--- config.mk ---
export PLATFORM = sky130hd
export DESIGN_NAME = yuv420_nearest_downscaler_unit
export DESIGN_NICKNAME = d
export VERILOG_FILES = /design/src/sv/ndsc_pkg.sv /design/src/sv/ndsc_div.sv /design/src/sv/ndsc_front.sv /design/src/sv/ndsc_fifo.sv /design/src/sv/ndsc_back.sv /design/src/sv/yuv420_nearest_downscaler_unit.sv
export SDC_FILE = /design/constraint.sdc
export NUM_CORES = 1
export LEC_CHECK = 0
export BUFFER_PORTS_ARGS = -buffer_cell sky130_fd_sc_hd__buf_2
export CAP_MARGIN = 10
export CORE_AREA = 2 2 288 290
export CTS_BUF_LIST = sky130_fd_sc_hd__clkbuf_4 sky130_fd_sc_hd__clkbuf_8
export CTS_CLUSTER_SIZE = 12
export DETAILED_ROUTE_END_ITERATION = 10
export DIE_AREA = 0 0 290 292
export GPL_ROUTABILITY_DRIVEN = 0
export HOLD_SLACK_MARGIN = 0.08
export PLACE_DENSITY = 0.41
export RECOVER_POWER = 50
export SYNTH_ARGS = -nofsm -noshare
export SYNTH_HDL_FRONTEND = slang
export SYNTH_SLANG_ARGS = --single-unit
export TNS_END_PERCENT = 30
--- constraint.sdc ---
create_clock -name clk -period 20.4 [get_ports clk]
set_input_delay 4.08 -clock clk [delete_from_list [all_inputs] [get_ports clk]]
set_output_delay 4.08 -clock clk [all_outputs]
set_load 0.01 [all_outputs]
--- src/sv/ndsc_pkg.sv ---
// Shared types and constants of the YUV420 nearest-neighbor downscaler.
package ndsc_pkg;

  localparam int DIM_W       = 13;
  localparam int STRIDE_W    = 14;
  localparam int PIX_W       = 8;
  localparam int PLANE_W     = 2;
  localparam int CFG_IDX_W   = 3;
  localparam int CFG_DATA_W  = 14;
  localparam int PROD_W      = 2 * DIM_W;
  localparam int QUEUE_DEPTH = 4;

  // Register indexes on the configuration port
  localparam logic [CFG_IDX_W-1:0] REG_SOURCE_WIDTH  = 3'd0;
  localparam logic [CFG_IDX_W-1:0] REG_SOURCE_HEIGHT = 3'd1;
  localparam logic [CFG_IDX_W-1:0] REG_SOURCE_STRIDE = 3'd2;
  localparam logic [CFG_IDX_W-1:0] REG_TARGET_WIDTH  = 3'd3;
  localparam logic [CFG_IDX_W-1:0] REG_TARGET_HEIGHT = 3'd4;

  // Register reset values
  localparam logic [DIM_W-1:0]    RST_SOURCE_WIDTH  = 13'd1920;
  localparam logic [DIM_W-1:0]    RST_SOURCE_HEIGHT = 13'd1080;
  localparam logic [STRIDE_W-1:0] RST_SOURCE_STRIDE = 14'd1920;
  localparam logic [DIM_W-1:0]    RST_TARGET_WIDTH  = 13'd640;
  localparam logic [DIM_W-1:0]    RST_TARGET_HEIGHT = 13'd480;

  // Plane codes
  localparam logic [PLANE_W-1:0] PLANE_Y = 2'd0;
  localparam logic [PLANE_W-1:0] PLANE_U = 2'd1;
  localparam logic [PLANE_W-1:0] PLANE_V = 2'd2;

  // One result word
  typedef struct packed {
    logic [PIX_W-1:0]   pixel;
    logic [PLANE_W-1:0] plane;
    logic               last;
  } ndsc_word_t;

  // Effective luma geometry after clamping
  typedef struct packed {
    logic [DIM_W-1:0]    sw;
    logic [DIM_W-1:0]    sh;
    logic [STRIDE_W-1:0] st;
    logic [DIM_W-1:0]    dw;
    logic [DIM_W-1:0]    dh;
  } ndsc_geom_t;

  // Request to the position divider: mul_a * mul_b / den
  typedef struct packed {
    logic             start;
    logic [DIM_W-1:0] mul_a;
    logic [DIM_W-1:0] mul_b;
    logic [DIM_W-1:0] den;
  } ndsc_div_req_t;

  typedef struct packed {
    logic             done;
    logic [DIM_W-1:0] quot;
  } ndsc_div_rsp_t;

endpackage

--- src/sv/ndsc_div.sv ---
// Serial multiply-then-divide unit that computes the next selected position.
module ndsc_div import ndsc_pkg::*; (
  input  logic          clk,
  input  logic          rst_n,
  input  ndsc_div_req_t div_req,
  output ndsc_div_rsp_t div_rsp
);

  localparam int CNT_W = $clog2(DIM_W);

  typedef enum logic [2:0] {
    D_IDLE = 3'b001,
    D_MUL  = 3'b010,
    D_STEP = 3'b100
  } div_state_t;

  div_state_t       state_r, state_nxt;
  logic [DIM_W-1:0] a_r, a_nxt, b_r, b_nxt, den_r, den_nxt;
  logic [DIM_W-1:0] rem_r, rem_nxt, low_r, low_nxt;
  logic [CNT_W-1:0] cnt_r, cnt_nxt;
  logic             done_r, done_nxt;

  logic [PROD_W-1:0] prod;
  logic [DIM_W:0]    trial, diff;
  logic              ge;

  // Product of the latched operands
  assign prod = PROD_W'(a_r) * PROD_W'(b_r);

  // One restoring division step: bring down the next dividend bit
  assign trial = {rem_r, low_r[DIM_W-1]};
  assign diff  = trial - {1'b0, den_r};
  assign ge    = trial >= {1'b0, den_r};

  always_comb begin
    state_nxt = state_r;
    a_nxt     = a_r;
    b_nxt     = b_r;
    den_nxt   = den_r;
    rem_nxt   = rem_r;
    low_nxt   = low_r;
    cnt_nxt   = cnt_r;
    done_nxt  = 1'b0;
    unique case (state_r)
      D_IDLE: begin
        if (div_req.start) begin
          a_nxt     = div_req.mul_a;
          b_nxt     = div_req.mul_b;
          den_nxt   = div_req.den;
          state_nxt = D_MUL;
        end
      end
      D_MUL: begin
        // Quotient fits DIM_W bits, so the high half is already below den
        rem_nxt   = prod[PROD_W-1:DIM_W];
        low_nxt   = prod[DIM_W-1:0];
        cnt_nxt   = '0;
        state_nxt = D_STEP;
      end
      D_STEP: begin
        rem_nxt = ge ? diff[DIM_W-1:0] : trial[DIM_W-1:0];
        low_nxt = {low_r[DIM_W-2:0], ge};
        cnt_nxt = cnt_r + 1'b1;
        if (cnt_r == CNT_W'(DIM_W - 1)) begin
          done_nxt  = 1'b1;
          state_nxt = D_IDLE;
        end
      end
      default: state_nxt = D_IDLE;
    endcase
  end

  always_ff @(posedge clk) begin
    if (!rst_n) begin
      state_r <= D_IDLE;
      done_r  <= 1'b0;
      cnt_r   <= '0;
    end else begin
      state_r <= state_nxt;
      done_r  <= done_nxt;
      cnt_r   <= cnt_nxt;
    end
  end

  // Operands and partial results
  always_ff @(posedge clk) begin
    a_r   <= a_nxt;
    b_r   <= b_nxt;
    den_r <= den_nxt;
    rem_r <= rem_nxt;
    low_r <= low_nxt;
  end

  assign div_rsp.done = done_r;
  assign div_rsp.quot = low_r;

endmodule

--- src/sv/ndsc_front.sv ---
// Front end: tracks the source position, selects bytes and queues result words.
module ndsc_front import ndsc_pkg::*; (
  input  logic             clk,
  input  logic             rst_n,
  input  ndsc_geom_t       geom,
  input  logic             in_valid,
  output logic             in_ready,
  input  logic [PIX_W-1:0] in_pixel_in,
  input  logic             in_frame_start,
  output ndsc_div_req_t    div_req,
  input  ndsc_div_rsp_t    div_rsp,
  input  logic             queue_full,
  output logic             push,
  output ndsc_word_t       push_word
);

  typedef enum logic [1:0] {
    F_RUN  = 2'b01,
    F_WAIT = 2'b10
  } front_state_t;

  front_state_t        state_r, state_nxt;
  logic                tgt_row_r, tgt_row_nxt;
  logic [PLANE_W-1:0]  plane_r, plane_nxt;
  logic [STRIDE_W-1:0] sc_r, sc_nxt;
  logic [DIM_W-1:0]    sr_r, sr_nxt, dc_r, dc_nxt, dr_r, dr_nxt;
  logic [DIM_W-1:0]    wc_r, wc_nxt, wr_r, wr_nxt;

  // Position as seen by this word, after a frame-start resync
  logic [PLANE_W-1:0]  plane_e;
  logic [STRIDE_W-1:0] sc_e;
  logic [DIM_W-1:0]    sr_e, dc_e, dr_e, wc_e, wr_e;

  logic                luma;
  logic [DIM_W-1:0]    pw, ph, qw, qh;
  logic [STRIDE_W-1:0] ps;
  logic [STRIDE_W:0]   sc_inc;
  logic [DIM_W:0]      sr_inc;
  logic [DIM_W-1:0]    dc_inc, dr_inc;
  logic                accept, row_sel, hit, row_end, plane_end, col_div, row_div;

  assign accept = in_valid && in_ready;
  assign in_ready = (state_r == F_RUN) && !queue_full;

  // Resync on frame start
  always_comb begin
    if (in_frame_start) begin
      plane_e = PLANE_Y;
      sc_e    = '0;
      sr_e    = '0;
      dc_e    = '0;
      dr_e    = '0;
      wc_e    = '0;
      wr_e    = '0;
    end else begin
      plane_e = plane_r;
      sc_e    = sc_r;
      sr_e    = sr_r;
      dc_e    = dc_r;
      dr_e    = dr_r;
      wc_e    = wc_r;
      wr_e    = wr_r;
    end
  end

  // Plane sizes: chroma uses halved geometry
  assign luma = (plane_e == PLANE_Y);
  assign pw   = luma ? geom.sw : (geom.sw >> 1);
  assign ph   = luma ? geom.sh : (geom.sh >> 1);
  assign ps   = luma ? geom.st : (geom.st >> 1);
  assign qw   = luma ? geom.dw : (geom.dw >> 1);
  assign qh   = luma ? geom.dh : (geom.dh >> 1);

  // Classify the word
  assign sc_inc    = {1'b0, sc_e} + (STRIDE_W + 1)'(1);
  assign sr_inc    = {1'b0, sr_e} + (DIM_W + 1)'(1);
  assign dc_inc    = dc_e + 1'b1;
  assign dr_inc    = dr_e + 1'b1;
  assign row_sel   = (sr_e == wr_e) && (dr_e < qh);
  assign hit       = row_sel && (sc_e == {1'b0, wc_e}) && (dc_e < qw);
  assign row_end   = sc_inc >= {1'b0, ps};
  assign plane_end = row_end && (sr_inc >= {1'b0, ph});
  assign col_div   = hit && !row_end && (dc_inc < qw);
  assign row_div   = row_end && row_sel && !plane_end && (dr_inc < qh);

  // Queue the selected byte
  assign push            = accept && hit;
  assign push_word.pixel = in_pixel_in;
  assign push_word.plane = plane_e;
  assign push_word.last  = (plane_e == PLANE_V) && (dr_e == qh - 1'b1) &&
                           (dc_e == qw - 1'b1);

  // Start the next-position computation
  assign div_req.start = accept && (col_div || row_div);
  assign div_req.mul_a = row_div ? dr_inc : dc_inc;
  assign div_req.mul_b = row_div ? ph : pw;
  assign div_req.den   = row_div ? qh : qw;

  // Advance the position
  always_comb begin
    state_nxt   = state_r;
    tgt_row_nxt = tgt_row_r;
    plane_nxt   = plane_r;
    sc_nxt      = sc_r;
    sr_nxt      = sr_r;
    dc_nxt      = dc_r;
    dr_nxt      = dr_r;
    wc_nxt      = wc_r;
    wr_nxt      = wr_r;
    unique case (state_r)
      F_RUN: begin
        if (accept) begin
          plane_nxt = plane_e;
          sc_nxt    = row_end ? '0 : sc_inc[STRIDE_W-1:0];
          sr_nxt    = sr_e;
          dc_nxt    = hit ? dc_inc : dc_e;
          dr_nxt    = dr_e;
          wc_nxt    = wc_e;
          wr_nxt    = wr_e;
          if (row_end) begin
            if (row_sel) begin
              dr_nxt = dr_inc;
              dc_nxt = '0;
              wc_nxt = '0;
            end
            if (plane_end) begin
              sr_nxt    = '0;
              dc_nxt    = '0;
              dr_nxt    = '0;
              wc_nxt    = '0;
              wr_nxt    = '0;
              plane_nxt = (plane_e >= PLANE_V) ? PLANE_Y : plane_e + 1'b1;
            end else begin
              sr_nxt = sr_inc[DIM_W-1:0];
            end
          end
          if (col_div || row_div) begin
            tgt_row_nxt = row_div;
            state_nxt   = F_WAIT;
          end
        end
      end
      F_WAIT: begin
        if (div_rsp.done) begin
          if (tgt_row_r) begin
            wr_nxt = div_rsp.quot;
          end else begin
            wc_nxt = div_rsp.quot;
          end
          state_nxt = F_RUN;
        end
      end
      default: state_nxt = F_RUN;
    endcase
  end

  always_ff @(posedge clk) begin
    if (!rst_n) begin
      state_r   <= F_RUN;
      tgt_row_r <= 1'b0;
      plane_r   <= PLANE_Y;
      sc_r      <= '0;
      sr_r      <= '0;
      dc_r      <= '0;
      dr_r      <= '0;
      wc_r      <= '0;
      wr_r      <= '0;
    end else begin
      state_r   <= state_nxt;
      tgt_row_r <= tgt_row_nxt;
      plane_r   <= plane_nxt;
      sc_r      <= sc_nxt;
      sr_r      <= sr_nxt;
      dc_r      <= dc_nxt;
      dr_r      <= dr_nxt;
      wc_r      <= wc_nxt;
      wr_r      <= wr_nxt;
    end
  end

endmodule

--- src/sv/ndsc_fifo.sv ---
// Short word queue between the front end and the output stage.
module ndsc_fifo import ndsc_pkg::*; (
  input  logic       clk,
  input  logic       rst_n,
  input  logic       push,
  input  ndsc_word_t push_word,
  output logic       full,
  input  logic       pop,
  output logic       empty,
  output ndsc_word_t head
);

  localparam int PTR_W = $clog2(QUEUE_DEPTH);
  localparam int CNT_W = $clog2(QUEUE_DEPTH + 1);

  ndsc_word_t       mem_r [QUEUE_DEPTH];
  logic [PTR_W-1:0] wr_ptr_r, wr_ptr_nxt, rd_ptr_r, rd_ptr_nxt;
  logic [CNT_W-1:0] count_r, count_nxt;

  assign full  = (count_r == CNT_W'(QUEUE_DEPTH));
  assign empty = (count_r == '0);
  assign head  = mem_r[rd_ptr_r];

  // Advance pointers and occupancy
  always_comb begin
    wr_ptr_nxt = push ? wr_ptr_r + 1'b1 : wr_ptr_r;
    rd_ptr_nxt = pop ? rd_ptr_r + 1'b1 : rd_ptr_r;
    unique case ({push, pop})
      2'b10:   count_nxt = count_r + 1'b1;
      2'b01:   count_nxt = count_r - 1'b1;
      default: count_nxt = count_r;
    endcase
  end

  always_ff @(posedge clk) begin
    if (!rst_n) begin
      wr_ptr_r <= '0;
      rd_ptr_r <= '0;
      count_r  <= '0;
    end else begin
      wr_ptr_r <= wr_ptr_nxt;
      rd_ptr_r <= rd_ptr_nxt;
      count_r  <= count_nxt;
    end
  end

  // Store the incoming word
  always_ff @(posedge clk) begin
    if (push) begin
      mem_r[wr_ptr_r] <= push_word;
    end
  end

endmodule

--- src/sv/ndsc_back.sv ---
// Output stage: pops queued words into the registered result channel.
module ndsc_back import ndsc_pkg::*; (
  input  logic               clk,
  input  logic               rst_n,
  input  ndsc_word_t         head,
  input  logic               empty,
  output logic               pop,
  output logic               out_valid,
  input  logic               out_ready,
  output logic [PIX_W-1:0]   out_pixel_out,
  output logic [PLANE_W-1:0] out_plane_out,
  output logic               out_frame_last
);

  logic       valid_r, valid_nxt;
  ndsc_word_t word_r;

  // Load when the register is free or being drained
  assign pop = !empty && (!valid_r || out_ready);

  always_comb begin
    if (pop) begin
      valid_nxt = 1'b1;
    end else if (out_ready) begin
      valid_nxt = 1'b0;
    end else begin
      valid_nxt = valid_r;
    end
  end

  always_ff @(posedge clk) begin
    if (!rst_n) begin
      valid_r <= 1'b0;
    end else begin
      valid_r <= valid_nxt;
    end
  end

  // Hold the word until taken
  always_ff @(posedge clk) begin
    if (pop) begin
      word_r <= head;
    end
  end

  assign out_valid      = valid_r;
  assign out_pixel_out  = word_r.pixel;
  assign out_plane_out  = word_r.plane;
  assign out_frame_last = word_r.last;

endmodule

--- src/sv/yuv420_nearest_downscaler_unit.sv ---
// Top level of the planar YUV420 nearest-neighbor downscaler.
// Feed the source frame one byte per word in memory order (Y rows of the
// stride, then U and V rows of half the stride); the block passes on the byte
// at column floor(dx*W/w) of row floor(dy*H/h) of each plane, tagged with its
// plane and a flag on the last V byte of the destination frame. Sizes are
// clamped, made even, and the target is limited to the source. A byte that
// moves the selection to a new column or row holds the input until the shared
// multiply and 13-step serial divider has computed the next selected position;
// other bytes pass whenever the queue has room. A four-word queue and
// an output register decouple the input from the result channel.
module yuv420_nearest_downscaler_unit import ndsc_pkg::*; #(
  parameter int MAX_DIMENSION = 4096,
  parameter int MAX_STRIDE    = 8192
) (
  input  logic                  clk,
  input  logic                  rst_n,
  input  logic                  cfg_we,
  input  logic [CFG_IDX_W-1:0]  cfg_index,
  input  logic [CFG_DATA_W-1:0] cfg_data,
  input  logic                  in_valid,
  output logic                  in_ready,
  input  logic [PIX_W-1:0]      in_pixel_in,
  input  logic                  in_frame_start,
  output logic                  out_valid,
  input  logic                  out_ready,
  output logic [PIX_W-1:0]      out_pixel_out,
  output logic [PLANE_W-1:0]    out_plane_out,
  output logic                  out_frame_last
);

  localparam int DIM_TOP    = (1 << DIM_W) - 1;
  localparam int STRIDE_TOP = (1 << STRIDE_W) - 1;
  localparam int DIM_CAP    = (MAX_DIMENSION > DIM_TOP) ? DIM_TOP : MAX_DIMENSION;
  localparam int STRIDE_CAP = (MAX_STRIDE > STRIDE_TOP) ? STRIDE_TOP : MAX_STRIDE;
  localparam logic [STRIDE_W-1:0] DIM_HI    = STRIDE_W'(DIM_CAP);
  localparam logic [STRIDE_W-1:0] STRIDE_HI = STRIDE_W'(STRIDE_CAP);

  function automatic logic [STRIDE_W-1:0] even_clamp(input logic [STRIDE_W-1:0] v,
                                                     input logic [STRIDE_W-1:0] hi);
    logic [STRIDE_W-1:0] t;
    t = (v > hi) ? hi : v;
    if (t < STRIDE_W'(2)) begin
      t = STRIDE_W'(2);
    end
    return {t[STRIDE_W-1:1], 1'b0};
  endfunction

  logic [DIM_W-1:0]    src_width_r, src_height_r, tgt_width_r, tgt_height_r;
  logic [STRIDE_W-1:0] src_stride_r;
  logic [STRIDE_W-1:0] sw_c, sh_c, st_c, dw_c, dh_c;
  ndsc_geom_t          geom;
  ndsc_div_req_t       div_req;
  ndsc_div_rsp_t       div_rsp;
  ndsc_word_t          push_word, head;
  logic                push, pop, queue_full, queue_empty;

  // Configuration registers
  always_ff @(posedge clk) begin
    if (!rst_n) begin
      src_width_r  <= RST_SOURCE_WIDTH;
      src_height_r <= RST_SOURCE_HEIGHT;
      src_stride_r <= RST_SOURCE_STRIDE;
      tgt_width_r  <= RST_TARGET_WIDTH;
      tgt_height_r <= RST_TARGET_HEIGHT;
    end else if (cfg_we) begin
      unique case (cfg_index)
        REG_SOURCE_WIDTH:  src_width_r  <= cfg_data[DIM_W-1:0];
        REG_SOURCE_HEIGHT: src_height_r <= cfg_data[DIM_W-1:0];
        REG_SOURCE_STRIDE: src_stride_r <= cfg_data[STRIDE_W-1:0];
        REG_TARGET_WIDTH:  tgt_width_r  <= cfg_data[DIM_W-1:0];
        REG_TARGET_HEIGHT: tgt_height_r <= cfg_data[DIM_W-1:0];
        default: ;
      endcase
    end
  end

  // Clamp to range and make even
  assign sw_c = even_clamp({1'b0, src_width_r}, DIM_HI);
  assign sh_c = even_clamp({1'b0, src_height_r}, DIM_HI);
  assign st_c = even_clamp(src_stride_r, STRIDE_HI);
  assign dw_c = even_clamp({1'b0, tgt_width_r}, DIM_HI);
  assign dh_c = even_clamp({1'b0, tgt_height_r}, DIM_HI);

  // Raise stride to width, limit target to source
  assign geom.sw = sw_c[DIM_W-1:0];
  assign geom.sh = sh_c[DIM_W-1:0];
  assign geom.st = (st_c < sw_c) ? sw_c : st_c;
  assign geom.dw = (dw_c > sw_c) ? sw_c[DIM_W-1:0] : dw_c[DIM_W-1:0];
  assign geom.dh = (dh_c > sh_c) ? sh_c[DIM_W-1:0] : dh_c[DIM_W-1:0];

  ndsc_front u_front (
    .clk            (clk),
    .rst_n          (rst_n),
    .geom           (geom),
    .in_valid       (in_valid),
    .in_ready       (in_ready),
    .in_pixel_in    (in_pixel_in),
    .in_frame_start (in_frame_start),
    .div_req        (div_req),
    .div_rsp        (div_rsp),
    .queue_full     (queue_full),
    .push           (push),
    .push_word      (push_word)
  );

  ndsc_div u_div (
    .clk     (clk),
    .rst_n   (rst_n),
    .div_req (div_req),
    .div_rsp (div_rsp)
  );

  ndsc_fifo u_fifo (
    .clk       (clk),
    .rst_n     (rst_n),
    .push      (push),
    .push_word (push_word),
    .full      (queue_full),
    .pop       (pop),
    .empty     (queue_empty),
    .head      (head)
  );

  ndsc_back u_back (
    .clk            (clk),
    .rst_n          (rst_n),
    .head           (head),
    .empty          (queue_empty),
    .pop            (pop),
    .out_valid      (out_valid),
    .out_ready      (out_ready),
    .out_pixel_out  (out_pixel_out),
    .out_plane_out  (out_plane_out),
    .out_frame_last (out_frame_last)
  );

endmodule

==> reports/metrics.csv, run 1 <==
stage,metric,value,unit
run_status,status,"complete, but fails checks",
run_status,failing checks,"max-capacitance violations, max-slew violations",
drt,DR iter-0 viols,1327,
logic_synthesis,Post-synth EDFFs,120,
pwr,Max rail drop VDD,0.324,mV
floorplan,io pins,44,
placement,area of placed instances,25500,sq um
worst_setup_path,cell repeated most along the worst path,clkbuf_1,
logic_synthesis,Yosys warnings,0,
floorplan,Core Area,81600,sq um
logic_synthesis,syn nets,3132,
worst_setup_path,Worst EP required,20.73,ns
min_path,Hold WC Path Type,reg -> reg,
worst_setup_path,CP endpoint kind,flip-flop,
clock_tree,H-Tree Level Count,2,
global_route,vias in the first global route,19700,
clock_tree,Setup Buffers After CTS,0,
layout,final core utilization,32.5,%
layout,fin area,26500,sq um
layout,share of cells above drive strength 1,7.36,%
job,Max Cap Viol,4,
worst_setup_path,Buf/Inv on CP,6,
logic_synthesis,"top cells by area, synth","edfxtp_1 15%, dfxtp_1 13%, ha_1 11%, fa_1 10%, nand2_1 6.2%",
logic_synthesis,top cell type's share of synthesized area,14.8,%
logic_synthesis,Cells after Synth,2767,
timing,max-slew violations,250,
global_route,pin count of the biggest net entering global routing,87,
drt,Final ANT Viol Nets,0,
timing,Peak Freq,0.0851,GHz
worst_setup_path,CP cell instances,clkbuf_1 > clkbuf_1 > inv_1 > nand2_1 > inv_1 > ha_1 > nand3_1 > nor3_1 > and2_0 > nand4_1 > xor2_1 > nor2_1 > ha_1 > a21oi_1 > nor2b_1 > a2111oi_0 > o21ai_0 > nor2_1 > clkbuf_1 > a2111oi_2 > o211a_1 > buf_4 > a211oi_1 > a21oi_1,
pwr,Final Power,4.57,mW
floorplan,die area,84700,sq um
clock_tree,clk sinks,282,
layout,fin nets,3110,
placement,Port Buffers,43,
global_route,GRT Overall Usage,18.4,%
drt,via count,19800,
clock_tree,# resized after CTS,0,
timing,Fin. Hold Viols,0,
drt,WL final,78000,microns
drt,Routed WL per cell,20.2,microns
global_route,GRT Residual Overflow,0,
worst_setup_path,critical path's top delay family,buffers and inverters,
logic_synthesis,Synth Flop Type,dfxtp_1,
floorplan,FP Rows,105,
pwr,Pleak,11.2,nW
global_route,antenna violations before repair,1,
worst_setup_path,slowest CP cell,clkbuf_1,
logic_synthesis,largest area contributor in the netlist,edfxtp_1,
pwr,pwr/cell area,172,nW/um^2
placement,DP Wirelength,60100,microns
timing,# setup viols final,0,
clock_tree,later-pin clock latency in the skew report,0.64,ns
floorplan,chip height,292,microns
worst_setup_path,Setup CP Type,in -> reg,
timing,Fin Hold WS,0.463,ns
worst_setup_path,critical path startpoint category,input pin,
timing,Fin Setup TNS,0,ns
timing,actual slew at the worst max-slew pin,3.34,ns
drt,# DRC,0,
layout,synth-to-layout area growth,8.99,%
logic_synthesis,"Seq/Total Area, Yosys",28.2,%
clock_tree,clock tree buffer depth,3,
clock_tree,TritonCTS clock tree,done,
layout,"commonest non-fill, non-tap cell in the layout",nand2_1,
layout,"commonest non-fill, non-tap cells in the layout","400 x nand2_1, 231 x inv_1, 211 x ha_1",
clock_tree,total CTS buffers,51,
worst_setup_path,largest fanout on the critical path,59,
worst_setup_path,"slowest stage delay, CP",2.16,ns
timing,Tcrit/Tclk final,57.6,%
timing,min Tclk post-route,11.75,ns
drt,DR vias/cell,5.13,
logic_synthesis,Seq cells post-synth,282,
clock_tree,Root Buffer,clkbuf_8,
logic_synthesis,Post-Syn Area,24300,sq um
logic_synthesis,count of unique library cells instantiated by Yosys,96,
logic_synthesis,Syn Area/Cell,8.79,sq um
drt,DR pass1 iterations,5,
timing,Slew HR,-123,%
clock_tree,hold_buf cts,0,
timing,clock skew,0.0369,ns
clock_tree,clk slew on worst S/H paths,0.06,ns
timing,unrepaired setup endpoints after global routing,false,
logic_synthesis,asr flop ratio synth,0,%
floorplan,initial core utilization,29.8,%
worst_setup_path,"Data arrival, critical path",12.07,ns
floorplan,Die W,290,microns
global_route,global-route wire length before repair,121000,microns
power breakdown:
part / internal, mW / leakage [nW] / total (mW) / switching, mW
Combinational: 1.26 / 8.19 / 3.13 / 1.87
Clock: 0.307 / 0.562 / 0.560 / 0.253
Sequential: 0.801 / 2.42 / 0.882 / 0.0807
worst paths after layout:
kind | startpoint | end | slack, ns | depth (start not counted)
worst min register to register | u_div.cnt_r[3] | u_div.cnt_r[3] | 0.46 | 1
worst max-delay path | in_frame_start | u_div.b_r[3] | 8.65 | 24
worst min-delay path | u_div.cnt_r[3] | u_div.cnt_r[3] | 0.46 | 1
worst max register to register | src_width_r[12] | u_div.b_r[3] | 11.98 | 24
state kept, by name, summed over array words and instances (netlist names), 3 cells and up:
name	flops
src_stride_r	14
u_fifo.mem_r	44
src_width_r	12
u_front.sc_r	14
u_front.dr_r	13
u_back.out_pixel_out	8
u_div.rem_r	13
u_div.den_r	13
u_front.sr_r	13
u_div.state_r	3
src_height_r	12
u_div.a_r	13
tgt_width_r	12
u_front.wc_r	13
u_div.cnt_r	4
u_div.b_r	13
u_front.wr_r	13
u_fifo.count_r	3
u_div.low_r	13
tgt_height_r	12
u_front.dc_r	13
cells in the mapped netlist, drive strengths merged, types with 8 or more instances:
master   instances
a2111oi          9
a211oi          23
a21boi          77
a21o            38
a21oi          108
a221o            8
a22oi           39
a31oi           14
and2            89
and3            37
buf             23
clkbuf         122
dfxtp          162
edfxtp         120
fa             123
ha             211
inv            231
mux2            25
mux2i           46
mux4            14
nand2          400
nand2b          29
nand3           87
nand4           26
nor2           127
nor2b          111
nor3            44
nor4            29
o211ai          13
o21a            26
o21ai          103
o21bai          12
o31ai           16
or3             12
xnor2           68
xor2            60
metal layers:
layer / track usage, % / wire length [microns] / up-vias
met2: 28.4 / 34300 / 441
met3: 2.47 / 3410 / 106
met5: 0 / 0 / -
met4: 5.21 / 2020 / 0
met1: 26.6 / 38200 / 9691
li1: - / - / 9527
area by class of cell:
class | instances | area, sq um
Clock inverter | 16 | 104
Antenna cell | 1 | 2.50
Inverter | 232 | 871
Timing Repair Buffer | 70 | 357
Tap cell | 1070 | 1340
Clock buffer | 77 | 941
Fill cell | 8525 | 55100
Multi-Input combinational cell | 2108 | 16000
Sequential cell | 282 | 6850
stage by stage:
| step | setup WS [ns] | std cells |
|---|---|---|
| global route | 8.04 | 3856 |
| finish | 8.65 | 3856 |
| detailed placement | 10.60 | 3762 |
| floorplan | 9.67 | 2767 |
| CTS | 11.28 | 3855 |
| global placement | 10.54 | 3761 |
kinds of logic (layout without fill, tap and decap cells):
| group | after synthesis | count (layout) | share of synthesized area, % |
|---|---|---|---|
| AOI/OAI and AO/OA | 536 | 536 | 15.2 |
| xor gates and xnor gates | 128 | 128 | 4.61 |
| adders and majority gates | 334 | 334 | 21.0 |
| buffers and inverters | 377 | 395 | 5.96 |
| DFF | 282 | 282 | 28.2 |
| muxes | 85 | 85 | 4.41 |
| other | 0 | 1 | 0 |
| and+or+nand+nor | 1025 | 1025 | 20.7 |
worst register-to-register path: cells and delay by family, from the launching register on:
| kind | cells | cell delay (ns) |
|---|---|---|
| DFF | 1 | 0.48 |
| muxes | 1 | 0.20 |
| buffers and inverters | 4 | 1.75 |
| AOI/OAI and AO/OA | 13 | 3.84 |
| adders and majority gates | 2 | 0.71 |
| and+or+nand+nor | 4 | 1.14 |
Power figures use the tool's default switching activity.
==> inputs of run 2 (changes only) <==
--- a/config.mk
+++ b/config.mk
@@ -14,7 +14,7 @@
 export DIE_AREA = 0 0 290 292
 export GPL_ROUTABILITY_DRIVEN = 0
 export HOLD_SLACK_MARGIN = 0.08
-export PLACE_DENSITY = 0.41
+export PLACE_DENSITY = 0.42
 export RECOVER_POWER = 50
 export SYNTH_ARGS = -nofsm -noshare
 export SYNTH_HDL_FRONTEND = slang
==> constraint.sdc (replaced) <==
create_clock -name clk -period 9.9 [get_ports clk]
set_input_delay 1.98 -clock clk [delete_from_list [all_inputs] [get_ports clk]]
set_output_delay 1.98 -clock clk [all_outputs]
set_load 0.01 [all_outputs]
==> run 2 against run 1 <==
Net effect:
- total power increased by 110%
- sequential share of layout area down 0.14 points
- combinational power up 100%
- cell count up 0.13%
- first-iteration DRC count is 2.7% higher
- via count decreased by 0.21%
- critical endpoint is now u_div.state_r[0]
- core utilization increased by 0.17 points
- register-to-register slack worse by 10 ns
- largest cell class unchanged
- worst hold slack got worse by 0.00093 ns
- die area is the same
- worst setup slack worse by 7.1 ns
- the run still ends with max-capacitance violations, max-slew violations left
- critical path depth shrank 4
==> reports/metrics.csv, run 2 (synthesized netlist as in run 1, its figures left out) <==
stage,metric,value,unit,change
run_status,status,"complete, but fails checks",,
run_status,failing checks,"max-capacitance violations, max-slew violations",,
worst_setup_path,Worst EP required,10.31,ns,-10.42 ns
floorplan,Core Area,81600,sq um,unchanged
global_route,GRT Residual Overflow,0,,unchanged
layout,"commonest non-fill, non-tap cell in the layout",nand2_1,,
clock_tree,Root Buffer,clkbuf_8,,
layout,fin nets,3113,,+0.096%
layout,synth-to-layout area growth,9.57,%,
timing,clock skew,0.0389,ns,+0.00206 ns
job,Max Cap Viol,3,,-1
layout,# fillers,8508,,-0.20%
layout,fin area,26600,sq um,+0.53%
clock_tree,clk sinks,282,,unchanged
layout,share of cells above drive strength 1,7.74,%,+0.38 points
floorplan,die area,84700,sq um,unchanged
drt,WL final,77400,microns,-0.67%
global_route,vias in the first global route,19900,,+0.77%
global_route,antenna violations before repair,1,,unchanged
timing,# setup viols final,0,,unchanged
timing,Fin Hold WS,0.462,ns,-0.000929 ns
layout,number of flip-flops in the largest register,44,,unchanged
timing,Fin Setup TNS,0,ns,unchanged
clock_tree,TritonCTS clock tree,done,,
drt,DR iter-0 viols,1363,,+2.7%
placement,DP Wirelength,59600,microns,-0.87%
clock_tree,hold_buf cts,0,,unchanged
layout,Biggest register,u_fifo.mem_r,,
floorplan,initial core utilization,29.8,%,unchanged
floorplan,FP Rows,105,,unchanged
worst_setup_path,CP endpoint kind,flip-flop,,
clock_tree,later-pin clock latency in the skew report,0.67,ns,+0.03 ns
timing,min Tclk post-route,8.38,ns,
clock_tree,H-Tree Level Count,2,,unchanged
worst_setup_path,"Data arrival, critical path",8.80,ns,-3.27 ns
layout,Regs by FF count,"u_fifo.mem_r (44), src_stride_r (14), u_front.sc_r (14)",,
worst_setup_path,FF-to-FF setup slack,1.71,ns,-10.27 ns
timing,Slew HR,-144,%,-21 points
min_path,Hold WC Path Type,reg -> reg,,
layout,"commonest non-fill, non-tap cells in the layout","400 x nand2_1, 231 x inv_1, 211 x ha_1",,
worst_setup_path,Setup CP Type,in -> reg,,
clock_tree,Setup Buffers After CTS,0,,unchanged
worst_setup_path,critical path startpoint category,input pin,,
pwr,Final Power,9.40,mW,+110%
pwr,Max rail drop VDD,0.488,mV,+51%
floorplan,io pins,44,,unchanged
timing,Tcrit/Tclk final,84.7,%,
drt,via count,19700,,-0.21%
global_route,global-route wire length before repair,120000,microns,-1.3%
drt,DR pass1 iterations,6,,+1
drt,# DRC,0,,unchanged
clock_tree,clock tree buffer depth,3,,unchanged
clock_tree,clk slew on worst S/H paths,0.06,ns,about the same
timing,Fin. Hold Viols,0,,unchanged
pwr,pwr/cell area,353,nW/um^2,+100%
placement,area of placed instances,25500,sq um,about the same
placement,Port Buffers,43,,unchanged
global_route,GRT Overall Usage,18.2,%,-0.14 points
drt,DR vias/cell,5.11,,-0.34%
global_route,pin count of the biggest net entering global routing,88,,+1.1%
floorplan,Die W,290,microns,unchanged
pwr,Pleak,11.2,nW,+0.60%
clock_tree,# resized after CTS,0,,unchanged
drt,Final ANT Viol Nets,0,,unchanged
clock_tree,total CTS buffers,54,,+5.9%
floorplan,chip height,292,microns,unchanged
worst_setup_path,largest fanout on the critical path,41,,-31%
drt,Routed WL per cell,20.1,microns,-0.80%
timing,max-slew violations,182,,-27%
timing,actual slew at the worst max-slew pin,3.65,ns,+0.312 ns
timing,unrepaired setup endpoints after global routing,false,,
timing,Peak Freq,0.119,GHz,
layout,final core utilization,32.7,%,+0.17 points
==> run 2: cell types whose count changed in the layout (fill, tap and decap cells not counted), moves of 3 or more <==
cell        before  now
buf_4           18   21
clkbuf_8        58   64
clkinv_1         8    4
clkinv_2         6    3
clkinvlp_4       0    3
==> run 2: cell type report <==
| class | instances | area (sq um) | area share (%) |
|---|---|---|---|
| multi-input combinational | 2108 | 16000 | 60.2 |
| sequential | 282 | 6850 | 25.7 |
| tap | 1070 | 1340 | 5.02 |
| clock buffer | 83 | 1020 | 3.84 |
| inverter | 232 | 871 | 3.27 |
| timing repair buffer | 70 | 367 | 1.38 |
| clock inverter | 14 | 156 | 0.587 |
| antenna | 2 | 5.00 | 0.0188 |
==> run 2: metal layers <==
metal  share of wire (%)  track usage [%]  vias up
li1                    -                -     9531
met5                   0                0        -
met1                  48             25.7     9627
met3                 4.7             2.36      103
met4                 2.9             5.79        0
met2                  44             28.9      462
==> run 2: power by group <==
part / switching [mW] / internal, mW
logic: 3.70 / 2.60
clock network: 0.546 / 0.735
registers: 0.172 / 1.65
total: 4.42 / 4.98
==> run 2: critical path: stages <==
cell and delay (ns):
clkbuf_1 1.10, buf_4 0.56, nor2b_1 0.16, ha_1 0.25, and3_1 0.24, and2_0 0.19
and3_1 0.24, nand3_1 0.11, xor2_1 0.14, nor2_1 0.08, ha_1 0.24, a2111oi_0 0.42
o211ai_1 0.15, o22ai_1 0.27, o21ai_0 0.43, a2111oi_2 0.52, o211ai_2 0.59, a211oi_4 0.38
buf_4 0.51, a21oi_1 0.15
==> run 2: path summary, 6_finish.rpt <==
check | start | end | cells past startpoint
setup / recovery | in_frame_start | u_div.state_r[0] | 20
hold / removal | u_div.cnt_r[3] | u_div.cnt_r[3] | 1
setup reg to reg | src_width_r[12] | u_div.state_r[0] | 26
hold reg to reg | u_div.cnt_r[3] | u_div.cnt_r[3] | 1
==> run 2: metrics by stage <==
step,std cells,worst slack [ns]
2_1_floorplan,2767,1.27
3_3_place_gp,3762,1.88
3_5_place_dp,3762,1.81
4_1_cts,3859,1.83
5_1_grt,3861,0.990
6_report,3861,1.52
